$ cat src/rtl/pal_pkg.sv
// Shared types, codes and command/status structs for the positional array list.
`default_nettype none

package pal_pkg;

    // Action codes carried in the action field of an input item
    localparam logic [1:0] ACT_INSERT = 2'd0;
    localparam logic [1:0] ACT_DELETE = 2'd1;
    localparam logic [1:0] ACT_GET    = 2'd2;
    localparam logic [1:0] ACT_LOCATE = 2'd3;

    // Input item
    typedef struct packed {
        logic [1:0]         action;
        logic [4:0]         position;
        logic signed [31:0] item_value;
    } t_in_item;

    // Result item
    typedef struct packed {
        logic               ok;
        logic signed [31:0] result_value;
        logic [4:0]         result_position;
        logic [4:0]         count;
    } t_out_item;

    // Controller states
    typedef enum logic [3:0] {
        S_IDLE,
        S_DECODE,
        S_INS_RD,
        S_INS_WR,
        S_DEL_TAKE,
        S_DEL_SHRD,
        S_DEL_SHWR,
        S_GET_TAKE,
        S_LOC_RD,
        S_LOC_CMP,
        S_FINISH
    } t_state;

    // Operations on the walking index
    typedef enum logic [2:0] {
        J_HOLD,
        J_LOAD_LEN,
        J_LOAD_POS,
        J_LOAD_ZERO,
        J_DEC,
        J_INC
    } t_j_op;

    // Memory read address select
    typedef enum logic [1:0] {
        RA_J_M1,
        RA_J,
        RA_POS_M1
    } t_rd_sel;

    // Memory write select: address and the data that goes with it
    typedef enum logic [1:0] {
        WA_J_SHIFT,
        WA_J_M1_SHIFT,
        WA_POS_M1_VALUE
    } t_wr_sel;

    // Length update
    typedef enum logic [1:0] {
        LEN_HOLD,
        LEN_INC,
        LEN_DEC
    } t_len_op;

    // Controller to datapath
    typedef struct packed {
        logic    load_item;
        t_j_op   j_op;
        logic    rd_en;
        t_rd_sel rd_sel;
        logic    wr_en;
        t_wr_sel wr_sel;
        t_len_op len_op;
        logic    capture_rv;
        logic    set_ok;
        logic    set_rp;
        logic    out_load;
    } t_cmd;

    // Datapath to controller
    typedef struct packed {
        logic [1:0] action;
        logic       pos_valid;
        logic       ins_valid;
        logic       j_ge_pos;
        logic       j_lt_len;
        logic       match;
        logic       out_free;
    } t_status;

endpackage

`default_nettype wire

$ cat src/rtl/pal_dpath.sv
// Datapath: entry memory, list length, walking index, result and output registers.
`default_nettype none

module pal_dpath #(
    parameter int CAPACITY = 16
) (
    input  wire                 i_clk,
    input  wire                 i_rst_n,
    input  pal_pkg::t_in_item   i_item,
    input  pal_pkg::t_cmd       i_cmd,
    input  wire                 i_stall,
    output pal_pkg::t_status    o_status,
    output logic                o_valid,
    output pal_pkg::t_out_item  o_item
);
    import pal_pkg::*;

    localparam int LW = $clog2(CAPACITY + 1);
    localparam int AW = $clog2(CAPACITY);
    localparam int CW = (LW > 5) ? LW : 5;

    logic signed [31:0] mem [CAPACITY];

    logic [LW-1:0]      r_len;
    logic [CW-1:0]      r_j;
    logic [CW-1:0]      n_j;
    logic [1:0]         r_act;
    logic [4:0]         r_pos;
    logic signed [31:0] r_val;
    logic signed [31:0] r_rdata;
    logic               r_ok;
    logic signed [31:0] r_rv;
    logic [4:0]         r_rp;
    logic               r_out_valid;
    t_out_item          r_out;

    logic [CW-1:0]      len_ext;
    logic [CW-1:0]      pos_ext;
    logic [CW-1:0]      pos_m1;
    logic [CW-1:0]      j_m1;
    logic [CW-1:0]      j_p1;
    logic [AW-1:0]      rd_addr;
    logic [AW-1:0]      wr_addr;
    logic signed [31:0] wr_data;

    // Widen the compare operands to one common width
    assign len_ext = CW'(r_len);
    assign pos_ext = CW'(r_pos);
    assign pos_m1  = pos_ext - CW'(1);
    assign j_m1    = r_j - CW'(1);
    assign j_p1    = r_j + CW'(1);

    // Status for the controller
    assign o_status.action    = r_act;
    assign o_status.pos_valid = (r_pos != 5'd0) && (pos_ext <= len_ext);
    assign o_status.ins_valid = (r_pos != 5'd0) && (pos_ext <= len_ext + CW'(1))
                                && (len_ext < CW'(CAPACITY));
    assign o_status.j_ge_pos  = (r_j >= pos_ext);
    assign o_status.j_lt_len  = (r_j < len_ext);
    assign o_status.match     = (r_rdata == r_val);
    assign o_status.out_free  = !r_out_valid || !i_stall;

    // Select memory read address
    always_comb begin
        case (i_cmd.rd_sel)
            RA_J_M1:   rd_addr = j_m1[AW-1:0];
            RA_J:      rd_addr = r_j[AW-1:0];
            RA_POS_M1: rd_addr = pos_m1[AW-1:0];
            default:   rd_addr = r_j[AW-1:0];
        endcase
    end

    // Select memory write address and data
    always_comb begin
        case (i_cmd.wr_sel)
            WA_J_SHIFT: begin
                wr_addr = r_j[AW-1:0];
                wr_data = r_rdata;
            end
            WA_J_M1_SHIFT: begin
                wr_addr = j_m1[AW-1:0];
                wr_data = r_rdata;
            end
            WA_POS_M1_VALUE: begin
                wr_addr = pos_m1[AW-1:0];
                wr_data = r_val;
            end
            default: begin
                wr_addr = r_j[AW-1:0];
                wr_data = r_rdata;
            end
        endcase
    end

    // Entry memory: one write, one registered read
    always_ff @(posedge i_clk) begin
        if (i_cmd.wr_en) begin
            mem[wr_addr] <= wr_data;
        end
        if (i_cmd.rd_en) begin
            r_rdata <= mem[rd_addr];
        end
    end

    // Next walking index
    always_comb begin
        case (i_cmd.j_op)
            J_HOLD:      n_j = r_j;
            J_LOAD_LEN:  n_j = len_ext;
            J_LOAD_POS:  n_j = pos_ext;
            J_LOAD_ZERO: n_j = '0;
            J_DEC:       n_j = j_m1;
            J_INC:       n_j = j_p1;
            default:     n_j = r_j;
        endcase
    end

    // Latch item, advance index, collect result fields
    always_ff @(posedge i_clk) begin
        r_j <= n_j;
        if (i_cmd.load_item) begin
            r_act <= i_item.action;
            r_pos <= i_item.position;
            r_val <= i_item.item_value;
            r_ok  <= 1'b0;
            r_rv  <= '0;
            r_rp  <= '0;
        end else begin
            if (i_cmd.capture_rv) begin
                r_rv <= r_rdata;
            end
            if (i_cmd.set_ok) begin
                r_ok <= 1'b1;
            end
            if (i_cmd.set_rp) begin
                r_rp <= j_p1[4:0];
            end
        end
        if (i_cmd.out_load) begin
            r_out.ok              <= r_ok;
            r_out.result_value    <= r_rv;
            r_out.result_position <= r_rp;
            r_out.count           <= len_ext[4:0];
        end
    end

    // List length and output valid
    always_ff @(posedge i_clk) begin
        if (!i_rst_n) begin
            r_len       <= '0;
            r_out_valid <= 1'b0;
        end else begin
            case (i_cmd.len_op)
                LEN_INC: r_len <= r_len + LW'(1);
                LEN_DEC: r_len <= r_len - LW'(1);
                default: r_len <= r_len;
            endcase
            if (i_cmd.out_load) begin
                r_out_valid <= 1'b1;
            end else if (!i_stall) begin
                r_out_valid <= 1'b0;
            end
        end
    end

    assign o_valid = r_out_valid;
    assign o_item  = r_out;

endmodule

`default_nettype wire

$ cat src/rtl/pal_ctrl.sv
// Controller: sequences insert, delete, get and locate over the entry memory.
`default_nettype none

module pal_ctrl (
    input  wire               i_clk,
    input  wire               i_rst_n,
    input  wire               i_valid,
    input  pal_pkg::t_status  i_status,
    output logic              o_stall,
    output pal_pkg::t_cmd     o_cmd
);
    import pal_pkg::*;

    t_state r_state;
    t_state n_state;

    // Hold state
    always_ff @(posedge i_clk) begin
        if (!i_rst_n) begin
            r_state <= S_IDLE;
        end else begin
            r_state <= n_state;
        end
    end

    // Next state
    always_comb begin
        n_state = r_state;
        case (r_state)
            S_IDLE: begin
                if (i_valid) n_state = S_DECODE;
            end
            S_DECODE: begin
                case (i_status.action)
                    ACT_INSERT: n_state = i_status.ins_valid ? S_INS_RD : S_FINISH;
                    ACT_DELETE: n_state = i_status.pos_valid ? S_DEL_TAKE : S_FINISH;
                    ACT_GET:    n_state = i_status.pos_valid ? S_GET_TAKE : S_FINISH;
                    default:    n_state = S_LOC_RD;
                endcase
            end
            S_INS_RD:   n_state = i_status.j_ge_pos ? S_INS_WR : S_FINISH;
            S_INS_WR:   n_state = S_INS_RD;
            S_DEL_TAKE: n_state = S_DEL_SHRD;
            S_DEL_SHRD: n_state = i_status.j_lt_len ? S_DEL_SHWR : S_FINISH;
            S_DEL_SHWR: n_state = S_DEL_SHRD;
            S_GET_TAKE: n_state = S_FINISH;
            S_LOC_RD:   n_state = i_status.j_lt_len ? S_LOC_CMP : S_FINISH;
            S_LOC_CMP:  n_state = i_status.match ? S_FINISH : S_LOC_RD;
            S_FINISH: begin
                if (i_status.out_free) n_state = S_IDLE;
            end
            default:    n_state = S_IDLE;
        endcase
    end

    // Commands per state
    always_comb begin
        o_cmd            = '0;
        o_cmd.j_op       = J_HOLD;
        o_cmd.rd_sel     = RA_J;
        o_cmd.wr_sel     = WA_J_SHIFT;
        o_cmd.len_op     = LEN_HOLD;
        o_stall          = (r_state != S_IDLE);
        case (r_state)
            S_IDLE: begin
                o_cmd.load_item = i_valid;
            end
            S_DECODE: begin
                case (i_status.action)
                    ACT_INSERT: begin
                        o_cmd.j_op = J_LOAD_LEN;
                    end
                    ACT_DELETE: begin
                        o_cmd.rd_en  = 1'b1;
                        o_cmd.rd_sel = RA_POS_M1;
                        o_cmd.j_op   = J_LOAD_POS;
                    end
                    ACT_GET: begin
                        o_cmd.rd_en  = 1'b1;
                        o_cmd.rd_sel = RA_POS_M1;
                    end
                    default: begin
                        o_cmd.j_op = J_LOAD_ZERO;
                    end
                endcase
            end
            S_INS_RD: begin
                // read the entry to move up, or drop the new value in place
                if (i_status.j_ge_pos) begin
                    o_cmd.rd_en  = 1'b1;
                    o_cmd.rd_sel = RA_J_M1;
                end else begin
                    o_cmd.wr_en  = 1'b1;
                    o_cmd.wr_sel = WA_POS_M1_VALUE;
                    o_cmd.len_op = LEN_INC;
                    o_cmd.set_ok = 1'b1;
                end
            end
            S_INS_WR: begin
                o_cmd.wr_en  = 1'b1;
                o_cmd.wr_sel = WA_J_SHIFT;
                o_cmd.j_op   = J_DEC;
            end
            S_DEL_TAKE: begin
                o_cmd.capture_rv = 1'b1;
                o_cmd.set_ok     = 1'b1;
            end
            S_DEL_SHRD: begin
                // read the entry to move down, or shorten the list when done
                if (i_status.j_lt_len) begin
                    o_cmd.rd_en  = 1'b1;
                    o_cmd.rd_sel = RA_J;
                end else begin
                    o_cmd.len_op = LEN_DEC;
                end
            end
            S_DEL_SHWR: begin
                o_cmd.wr_en  = 1'b1;
                o_cmd.wr_sel = WA_J_M1_SHIFT;
                o_cmd.j_op   = J_INC;
            end
            S_GET_TAKE: begin
                o_cmd.capture_rv = 1'b1;
                o_cmd.set_ok     = 1'b1;
            end
            S_LOC_RD: begin
                if (i_status.j_lt_len) begin
                    o_cmd.rd_en  = 1'b1;
                    o_cmd.rd_sel = RA_J;
                end
            end
            S_LOC_CMP: begin
                if (i_status.match) begin
                    o_cmd.set_ok = 1'b1;
                    o_cmd.set_rp = 1'b1;
                end else begin
                    o_cmd.j_op = J_INC;
                end
            end
            S_FINISH: begin
                o_cmd.out_load = i_status.out_free;
            end
            default: begin
                o_cmd.load_item = 1'b0;
            end
        endcase
    end

endmodule

`default_nettype wire

$ cat src/rtl/positional_array_list_core.sv
// Top level of the positional array list: controller plus datapath.
// The block keeps an ordered list of up to CAPACITY signed 32-bit values in a
// single-port-style memory (one write, one registered read per cycle) and runs
// one item at a time. Each entry that is moved takes a memory read followed by a
// write; locate reads and compares each entry that it examines. An insert, delete
// or get that fails its position or capacity check goes straight to the finish
// step. The finish step waits for as long as an earlier result still waits in
// the output register, since only one result is held. The next item is taken
// once the result sits in the output register, even while that result still
// waits to be taken. Positions are 1-based; count reports the length after the
// action.
`default_nettype none

module positional_array_list_core #(
    parameter int CAPACITY = 16
) (
    input  wire                 i_clk,
    input  wire                 i_rst_n,
    input  wire                 i_valid,
    output logic                o_stall,
    input  pal_pkg::t_in_item   i_item,
    output logic                o_valid,
    input  wire                 i_stall,
    output pal_pkg::t_out_item  o_item
);
    import pal_pkg::*;

    t_cmd    cmd;
    t_status status;

    // Sequence each item
    pal_ctrl u_ctrl (
        .i_clk    (i_clk),
        .i_rst_n  (i_rst_n),
        .i_valid  (i_valid),
        .i_status (status),
        .o_stall  (o_stall),
        .o_cmd    (cmd)
    );

    // Hold entries, length and results
    pal_dpath #(
        .CAPACITY (CAPACITY)
    ) u_dpath (
        .i_clk    (i_clk),
        .i_rst_n  (i_rst_n),
        .i_item   (i_item),
        .i_cmd    (cmd),
        .i_stall  (i_stall),
        .o_status (status),
        .o_valid  (o_valid),
        .o_item   (o_item)
    );

endmodule

`default_nettype wire
$ cat config.mk
export PLATFORM = sky130hd
export DESIGN_NAME = positional_array_list_core
export DESIGN_NICKNAME = d
export VERILOG_FILES = /design/src/rtl/pal_pkg.sv /design/src/rtl/pal_dpath.sv /design/src/rtl/pal_ctrl.sv /design/src/rtl/positional_array_list_core.sv
export SDC_FILE = /design/constraint.sdc
export NUM_CORES = 1
export LEC_CHECK = 0
export BUFFER_PORTS_ARGS = -buffer_cell sky130_fd_sc_hd__buf_2
export CORE_MARGIN = 2
export CORE_UTILIZATION = 40
export DETAILED_ROUTE_END_ITERATION = 10
export GPL_TIMING_DRIVEN = 0
export SYNTH_ARGS = -nofsm -noshare
export SYNTH_HDL_FRONTEND = slang
export SYNTH_SLANG_ARGS = --single-unit
$ cat constraint.sdc
create_clock -name i_clk -period 4.6 [get_ports i_clk]
set_input_delay 0.92 -clock i_clk [delete_from_list [all_inputs] [get_ports i_clk]]
set_output_delay 0.92 -clock i_clk [all_outputs]
set_load 0.01 [all_outputs]
Word-level counts from Yosys, hierarchy flattened
Memories as Yosys holds them, arrays and structs flattened. A register that Yosys moved wholly into a read port is not among the register bits.
Index checks and enable logic that the tools add are counted.
{"block": "totals", "ramBits": 512, "n_memories": 1, "out_inout_bits": 45, "reg_bits": 135, "input_bits": 43, "word_cells": 107}
{"block": "classes", "n_mux": 38, "add_sub_neg": 5, "n_lt_le_gt_ge": 5, "n_eq_ne": 26, "reduce_logical": 18}
{"name": "u_dpath.mem", "words": 16, "word_bits": 32, "rd": 1, "rd_ports_with_merged_regs": 1, "write_ports": 1, "line_no": "pal_dpath.sv:22", "source": "logic signed [31:0] mem [CAPACITY];"}
{"op": "4-bit case mux with 10 select lines", "count": 1}
{"op": "32-bit equality test", "count": 1}
{"op": "32-bit two-way mux", "count": 1}
{"op": "4-bit two-way mux", "count": 7}
{"op": "5-bit case mux with 5 select lines", "count": 1}
{"op": "3-bit case mux with 3 select lines", "count": 2}
{"op": "4-bit by 3-bit equality test with 1-bit output (second input constant)", "count": 4}
{"op": "4-bit case mux with 2 select lines", "count": 2}
{"op": "4-bit equality test (second input constant)", "count": 3}
{"op": "3-bit two-way mux", "count": 4}
{"op": "3-bit case mux with 4 select lines", "count": 1}
{"op": "4-bit case mux with 3 select lines", "count": 1}
{"op": "5-bit by 1-bit adder with 5-bit output (second input constant)", "count": 2}
{"op": "5-bit less-or-equal comparator", "count": 2}
{"op": "5-bit case mux with 2 select lines", "count": 1}
{"op": "5-bit nonzero test", "count": 2}
{"op": "5-bit by 1-bit subtractor with 5-bit output (second input constant)", "count": 2}
{"op": "1-bit two-way mux", "count": 9}
{"op": "2-bit equality test (second input constant)", "count": 4}
{"op": "4-bit by 2-bit equality test with 1-bit output (second input constant)", "count": 2}
{"op": "2-bit two-way mux", "count": 4}
{"op": "2-bit OR reduction", "count": 4}
{"op": "2-bit by 1-bit equality test with 1-bit output (second input constant)", "count": 3}
{"op": "3-bit by 2-bit equality test with 1-bit output (second input constant)", "count": 2}
{"op": "21 further kinds", "count": 27}

Depth between registers and ports, before layout
Gate-level depths: netlist of the first run.
{"block": "depth", "ltp_word": 7, "depth_mapped": 15, "mapped_depth_nobuf": 14}

By module
From an unflattened synthesis of the first run, not the netlist that was laid out.
{"block": "hier_totals", "hier_cells": 2301, "area_unflattened_um2": 30859.6}
{"module": "pal_dpath", "instances": 1, "cells_each": 2208, "area_each_um2": 30226.5, "seq_area_each_um2": 19829.0}
{"module": "pal_ctrl", "instances": 1, "cells_each": 93, "area_each_um2": 633.1, "seq_area_each_um2": 80.1}

Worst setup path after synthesis of the first run
Ideal clock, no wire load.
{"block": "synth_path", "path_type": "register -> register", "startpoint": "register u_dpath.r_pos[3] (netlist: u_dpath.pos_ext[3])", "endpoint": "memory u_dpath.mem[15][0], enable pin", "setup_slack_ns": 0.370, "period_less_slack_ns": 4.230, "required_ns": 4.179, "setup_ns": 0.421, "t_arrival_ns": 3.809, "n_path_buf": 1, "stages_incl_launch_ff": 13, "path_cell_list": "edfxtp_1 inv_1 ha_1 or2_2 a211oi_2 a21oi_4 ha_1 clkbuf_1 a221oi_1 a21o_1 a31oi_1 nand2_1 nor2_1"}
{"block": "synth_between", "elab_chain_len": 5, "elab_cells_between_ends": 9, "cone_classes": "1 x add/sub; 1 x order compare; 2 x eq/ne; 5 x mux"}
{"element": "start: declaration", "line_no": "pal_dpath.sv:28", "source": "logic [4:0] r_pos;"}
{"element": "start signal: assignment", "line_no": "pal_dpath.sv:123", "source": "r_pos <= i_item.position;"}
{"element": "5-bit >= comparator", "line_no": "pal_dpath.sv:58", "source": "assign o_status.j_ge_pos = (r_j >= pos_ext);"}
{"element": "5-bit two-way mux", "line_no": "pal_ctrl.sv:89", "source": "if (i_status.j_ge_pos) begin"}
{"element": "3-bit case mux with 3 select lines", "line_no": "pal_ctrl.sv:64", "source": "case (r_state)"}
{"element": "2-bit equality test, or another cell as far along", "line_no": "pal_dpath.sv:75", "source": "case (i_cmd.wr_sel)"}
{"element": "4-bit case mux with 2 select lines / 1-bit two-way mux (equally long branches)", "line_no": "pal_dpath.sv:75, pal_dpath.sv:98"}
{"element": "end: declaration", "line_no": "pal_dpath.sv:22"}
Several ways; a longest one is shown, not always the timed one.

Worst setup path in the final report of the first run
{"block": "layout_path", "startpoint": "register u_dpath.r_j[0]", "endpoint": "memory u_dpath.mem[3][12], enable pin"}
{"block": "layout_between", "elab_cells_between_ends": 9, "cone_classes": "1 x add/sub; 1 x order compare; 2 x eq/ne; 5 x mux"}
{"element": "start: declaration", "line_no": "pal_dpath.sv:25", "source": "logic [CW-1:0] r_j;"}
{"element": "start signal: assignment", "line_no": "pal_dpath.sv:120", "source": "r_j <= n_j;"}
{"element": "5-bit by 1-bit subtractor with 5-bit output", "line_no": "pal_dpath.sv:50", "source": "assign j_m1 = r_j - CW'(1);"}
{"element": "named net u_dpath.j_m1[0]", "line_no": "pal_dpath.sv:40", "source": "logic [CW-1:0] j_m1;"}
{"element": "4-bit case mux with 2 select lines", "line_no": "pal_dpath.sv:75"}
The timed path passes the listed nets, and every way through them passes these cells.

==> qor.yml, run 1 <==
synth_area_per_cell_um2: 14.67
grt_pass1_wl_mm: 103.9
numCtsBuffers: 70
synth_top_cell_area_share: 0.6844
clock_tree.buffer_depth: 3
drc: 0
ys_warn_count: 0
timing.rr.start: "u_dpath.r_j[0]"
start_util: 0.4037
setup_violations: 0
rr_worst_depth: 14
antenna_found_initial: 0
cap_viol_max_count: 0
setup_tns_ns: 0
holdCritStartpoint: "u_dpath.r_rv[16]"
clockRootBuffer: "clkbuf_16"
avgRoutedWirePerCell_um: 23.18
core_area_um2: 68590
syn_area_um2: 27690
fin_crit_sh: 0.9687
max_freq_mhz: 224.4
num_antenna_cells: 0
drt_first_pass_iters: 6
track_usage: 0.1989
utilization: 0.4694
synth_nets: 1962
num_vias: 16530
drtAntennaViolNets: 0
hold_buffers: 0
synth_cell_type_count: 56
hp-class: "reg2reg"
cp_slowest_cell: "edfxtp_1"
ys_seq_area_frac: 0.7191
ff2ff_setup_slack_ns: 0.14
drive_above_1_share: 0.1741
cp_top_family: "buffers and inverters"
crit_chain: "inv_1 -> ha_1 -> nand2b_1 -> a31oi_1 -> a21oi_4 -> inv_4 -> ha_1 -> clkbuf_1 -> a221oi_1 -> a21o_1 -> a31oi_1 -> nand2_1 -> nor2_4 -> buf_12"
maxSlewHeadroom: 0.1915
finalNetCount: 2149
die_area_um2: 71330
gp_congestion: 0.8482
synthArstFlopShare: 0
hold_viol: 0
worstMarginPinSlew_ns: 1.205
synth_ff_type: "edfxtp_1"
io_pins: 88
arrival_ns: 4.77
hpwl_mm: 49.63
clk_pin_slew_worst_paths_ns: 0.06
cts_tree: "done"
port_buffers: 87
rsz0062_at_grt: "no"
status: "completed"
worstSetupPathType: "reg2reg"
hold_ws_ns: 0.4267
min_delay_path_depth: 0
wl_mm: 70.98
syn_inst: 1887
fill_cells: 5893
path_max_fanout: 22
rows: 96
post-route-min-period_ns: 4.456
overflow: 0
grt_pass1_vias: 16610
crit_required_ns: 4.91
netlist_top_cells_area: "edfxtp_1 68%, nand2_1 3.8%, dfxtp_1 3.5%, mux2_2 2.6%, mux2i_1 2.4%"
grt_max_degree: 29
slowest_delay_ns: 0.55
cp-start-kind: "register"
holdPathEnd: "u_dpath.o_item[26]"
syn2layout_area_growth_pct: 16.29
synth_seq_cells: 679
die_y_um: 267.1
cts.sinks: 679
skew_ns: 0.01226
crit_buf_inv: 4
viasPerCell: 5.398
finalInstanceArea_um2: 32190
placed_cell_area_um2: 29850
end_kind: "register"
synth_edf_count: 631
die_w_um: 267.1
clock_latency_ns: 0.61
htree_levels: 3
drv_slew: 0
drt_iter0_markers: 1637
r2r-end: "u_dpath.mem[3][12]"
yosysTopAreaCell: "edfxtp_1"
==> flip-flops by register name (all words and copies together) (netlist names), 2 cells and up <==
name	count
u_dpath.o_item	43
u_dpath.r_rdata	32
u_ctrl.r_state	4
u_dpath.r_rv	32
u_dpath.r_act	2
u_dpath.r_val	32
u_dpath.mem	512
u_dpath.r_j	5
u_dpath.pos_ext	5
u_dpath.r_rp	5
u_dpath.len_ext	5
==> placed cells by master, fill, tap and decap left out, types with 34 or more instances in the layout <==
cell type / count
a211oi_1: 86
a21oi_1: 52
a31oi_1: 70
and2_1: 101
and3_1: 34
buf_2: 127
clkbuf_1: 71
clkbuf_16: 74
dfxtp_1: 48
edfxtp_1: 631
mux2_2: 64
mux2i_1: 66
nand2_1: 280
nor2_1: 35
xor2_1: 34
==> stage by stage <==
stage / std cells / setup slack [ns]
floorplan: 1887 / 0.3700
global placement: 2905 / -1.984
CTS: 3054 / 0.01818
global route: 3062 / 0.006962
finish: 3062 / 0.1441
detailed placement: 2924 / -0.05498
==> worst max path at each step <==
stage	startpoint	depth (start not counted)	end
floorplan	u_dpath.pos_ext[3]	12	u_dpath.mem[15][0]
global placement	u_dpath.r_j[0]	12	u_dpath.mem[10][12]
detailed placement	u_dpath.r_j[0]	14	u_dpath.r_rdata[10]
CTS	u_dpath.r_j[0]	14	u_dpath.mem[13][19]
global route	u_dpath.r_j[0]	14	u_dpath.mem[3][7]
finish	u_dpath.r_j[0]	14	u_dpath.mem[3][12]
==> worst reg2reg max path, delay by kind of cell, from the launching register on <==
family,cells,cell delay [ns]
adder cells (fa/ha/maj),2,0.46
flip-flops,1,0.55
AO/OA/AOI/OAI,5,1.10
AND/OR/NAND/NOR,3,0.91
buffers and inverters,4,1.14
==> cells by family after synthesis <==
| kind of cell | count (synthesis) | share of synthesized area |
|---|---|---|
| xor+xnor | 46 | 0.01455 |
| flops | 679 | 0.7191 |
| simple gates | 524 | 0.08862 |
| buf+inv | 134 | 0.02219 |
| fa+ha+maj | 32 | 0.01446 |
| mux | 130 | 0.04989 |
| compound gates | 342 | 0.09116 |
==> cells in the mapped netlist, types with 6 or more instances <==
cell type,number
edfxtp_1,631
nand2_1,280
and2_1,101
a211oi_1,86
a31oi_1,70
mux2i_1,66
mux2_2,64
clkbuf_1,58
a21oi_1,53
nor2_1,51
dfxtp_1,48
buf_2,39
and3_1,34
xor2_1,34
a221o_1,32
ha_1,32
o32ai_1,32
inv_1,23
o21ai_0,13
xnor2_1,12
a211oi_2,11
nor4_1,10
nand2b_1,9
buf_6,8
nor3_1,8
nand3_1,7
o21a_1,7
a21boi_0,6
nor2b_1,6
==> cell type report <==
type | instances | area [µm²] | share of cell area
buffer | 110 | 530.5 | 0.01648
clock buffer | 95 | 1951 | 0.06059
clock inverter | 34 | 207.7 | 0.006451
inverter | 24 | 92.59 | 0.002876
multi-input combinational | 1074 | 7318 | 0.2273
sequential | 679 | 19910 | 0.6184
tap | 931 | 1165 | 0.03618
timing repair buffer | 115 | 1021 | 0.03171
==> routing by layer <==
metal / wire length, µm / track usage / share of wire
met5: 0 / 0 / 0
met4: 2410 / 0.07911 / 0.034
met3: 5241 / 0.04285 / 0.074
met2: 34610 / 0.3346 / 0.49
met1: 28720 / 0.2506 / 0.40
==> timing repair <==
action,CTS,global route
setup buffers,1,8
endpoints found under the hold margin,0,0
pin swaps,1,7
endpoints found under the setup margin,22,150
gates resized for setup,5,4
gates cloned,0,0
Power of run 1 is not shown: default switching activity piles up to over one toggle a cycle in this logic, so the estimate is an artifact.
==> run 2, diff against run 1 <==
--- a/config.mk
+++ b/config.mk
@@ -5,6 +5,7 @@
 export SDC_FILE = /design/constraint.sdc
 export NUM_CORES = 1
 export LEC_CHECK = 0
+export ABC_AREA = 1
 export BUFFER_PORTS_ARGS = -buffer_cell sky130_fd_sc_hd__buf_2
 export CORE_MARGIN = 2
 export CORE_UTILIZATION = 40
==> run 2 against run 1 <==
Via count increased by 34%; critical path depth decreased by 1; final cell count increased by 37%; worst setup slack improved by 0.14 ns; area after synthesis increased by 11%; register-to-register slack improved by 0.14 ns; design area increased by 9.9%; sequential cell count unchanged; critical endpoint is now u_dpath.mem[8][26]; largest cell class unchanged.
==> qor.yml, run 2 <==
synth_seq_cells: 679  # unchanged
fill_cells: 6919  # +17%
crit_required_ns: 4.92  # about the same
ys_warn_count: 0  # unchanged
drc: 0  # unchanged
end_kind: "register"
drtAntennaViolNets: 0  # unchanged
arrival_ns: 4.64  # -0.13 ns
largest_register_ffs: 512  # unchanged
finalNetCount: 3228  # +50%
drt_first_pass_iters: 6  # unchanged
r2r-end: "u_dpath.mem[8][26]"
num_vias: 22120  # +34%
layout_common_cells: "631 x edfxtp_1, 584 x inv_1, 492 x nand2_1"
cts_tree: "done"
hpwl_mm: 62.02  # +25%
syn_area_um2: 30610  # +11%
yosys-top-cells-count: "631 x edfxtp_1, 584 x inv_1, 492 x nand2_1, 484 x nand3_1, 260 x nand4_1"
clockRootBuffer: "clkbuf_16"
setup_violations: 0  # unchanged
max_freq_mhz: 231.5  # +3.2%
synth_nets: 3025  # +54%
path_max_fanout: 23  # +4.5%
die_w_um: 280.7  # +5.1%
core_area_um2: 75820  # +11%
ys_seq_area_frac: 0.6503  # -0.06880
rows: 101  # +5.2%
post-route-min-period_ns: 4.319  # -0.1369 ns
regMostFlops: "u_dpath.mem"
clock_latency_ns: 0.63  # +0.02 ns
worstMarginPinSlew_ns: 1.249  # +0.04473 ns
final_common_cell: "edfxtp_1"
clock_tree.buffer_depth: 3  # unchanged
clk_pin_slew_worst_paths_ns: 0.06  # about the same
start_util: 0.4038  # about the same
drt_iter0_markers: 2416  # +48%
netlist_top_cells_area: "edfxtp_1 62%, nand3_1 7.9%, inv_1 7.2%, nand2_1 6.0%, nand4_1 5.3%"
synth_most_common_cell: "edfxtp_1"
synthArstFlopShare: 0  # unchanged
synth_cell_type_count: 38  # -32%
skew_ns: 0.02863  # +0.01636 ns
grt_max_degree: 38  # +31%
synth_top_cell_area_share: 0.6189  # -0.06548
drive_above_1_share: 0.1160  # -0.05814
yosysTopAreaCell: "edfxtp_1"
grt_pass1_vias: 21250  # +28%
holdCritStartpoint: "u_dpath.r_rv[5]"
rr_worst_depth: 13  # -1
synth_ff_type: "edfxtp_1"
htree_levels: 3  # unchanged
numCtsBuffers: 73  # +4.3%
status: "completed"
cts.sinks: 679  # unchanged
die_area_um2: 78760  # +10%
hp-class: "reg2reg"
holdPathEnd: "u_dpath.o_item[15]"
ff2ff_setup_slack_ns: 0.28  # +0.14 ns
grt_pass1_wl_mm: 131.7  # +27%
cap_viol_max_count: 0  # unchanged
worstSetupPathType: "reg2reg"
die_y_um: 280.7  # +5.1%
io_pins: 88  # unchanged
fin_crit_sh: 0.9389  # -0.02976
synth_area_per_cell_um2: 10.38  # -29%
maxSlewHeadroom: 0.1671  # -0.02438
viasPerCell: 5.283  # -2.1%
syn_inst: 2950  # +56%
cp-start-kind: "register"
antenna_found_initial: 2  # +2
port_buffers: 87  # unchanged
overflow: 0  # unchanged
syn2layout_area_growth_pct: 15.57
rsz0062_at_grt: "no"
avgRoutedWirePerCell_um: 21.36  # -7.9%
track_usage: 0.2266  # +0.02777
synth_edf_count: 631  # unchanged
ctsResizeCount: 0  # -5
min_delay_path_depth: 0  # unchanged
timing.rr.start: "u_dpath.r_j[2]"
hold_viol: 0  # unchanged
setup_tns_ns: 0  # unchanged
drv_slew: 0  # unchanged
wl_mm: 89.44  # +26%
gp_congestion: 0.9080  # +7.1%
## run 2: cell types whose count changed in the layout (fill, tap and decap cells not counted), sizes merged, moves of 33 or more
cell	previous run	this run
nand2	280	494
nand3	7	485
nand4	4	260
and2	101	0
mux2	64	0
buf	167	229
a211oi	97	1
and3	34	1
mux2i	66	0
inv	27	594
a31oi	70	2
## run 2: kinds of logic after synthesis
kind of cell | count (synthesis) | synth area share
compound gates | 121 | 0.02182
xor+xnor | 33 | 0.009441
fa+ha+maj | 32 | 0.01308
buf+inv | 769 | 0.1006
flops | 679 | 0.6503
simple gates | 1316 | 0.2047
## run 2: routing by layer
layer / routed length (µm) / vias up / GRT usage
met2: 41390 / 977 / 0.3722
met3: 8527 / 160 / 0.04547
met4: 2853 / 2 / 0.08172
li1: - / 10440 / -
met5: 13 / - / 0
met1: 36650 / 10540 / 0.2981
## run 2: timing repair
item	4_1_cts	5_1_grt
setup endpoints to repair	114	476
hold buffers	0	0
hold endpoints to repair	0	0
pin swaps	6	6
setup buffers	7	7
## run 2: final cells by class
type	instances	area (µm²)	share of cell area
Sequential cell	679	19910	0.5627
Multi-Input combinational cell	1502	7779	0.2199
Inverter	592	2222	0.06281
Clock buffer	95	2033	0.05747
Tap cell	978	1224	0.03459
Timing Repair Buffer	129	1137	0.03215
Buffer	176	855.8	0.02419
Clock inverter	35	219.0	0.006189
Antenna cell	1	2.502	0.00007073
## run 2: metrics by stage
stage / setup WS (ns) / hold slack (ns) / instances / utilization / area (µm²)
CTS: 0.004976 / 0.4262 / 4180 / 0.4658 / 35320
detailed placement: -0.1135 / 0.4168 / 4043 / 0.4342 / 32930
floorplan: 0.3493 / 0.4086 / 2950 / - / 30610
finish: 0.2810 / 0.4250 / 4187 / 0.4666 / 35380
global placement: -1.951 / 0.4161 / 4015 / 0.4256 / 32270
global route: 0.008985 / 0.4393 / 4186 / 0.4666 / 35380
## run 2: worst max-delay path, cell delays in order, from the launching register on
cell and delay (ns):
edfxtp_1 0.56, ha_1 0.37, nand2_1 0.05, nor2_1 0.07, o21ai_0 0.16, nand3_4 0.20
inv_1 0.09, ha_1 0.36, inv_1 0.27, o21ai_0 0.11, o22ai_1 0.41, nand3_1 0.44
nor2_4 0.59, buf_12 0.28
## run 2: how the worst max path moves through the flow
stage / startpoint / to / slack (ns) / cells after the start
floorplan: u_dpath.r_j[0] / u_dpath.mem[3][0] / 0.35 / 15
global placement: u_dpath.r_j[0] / u_dpath.mem[10][25] / -1.95 / 13
detailed placement: u_dpath.r_j[0] / u_dpath.mem[15][22] / -0.11 / 16
CTS: u_dpath.r_j[0] / u_dpath.mem[11][1] / 0.005 / 16
global route: u_dpath.r_j[2] / u_dpath.mem[8][10] / 0.009 / 13
finish: u_dpath.r_j[2] / u_dpath.mem[8][26] / 0.28 / 13
Power of run 2 is left out for the same reason.
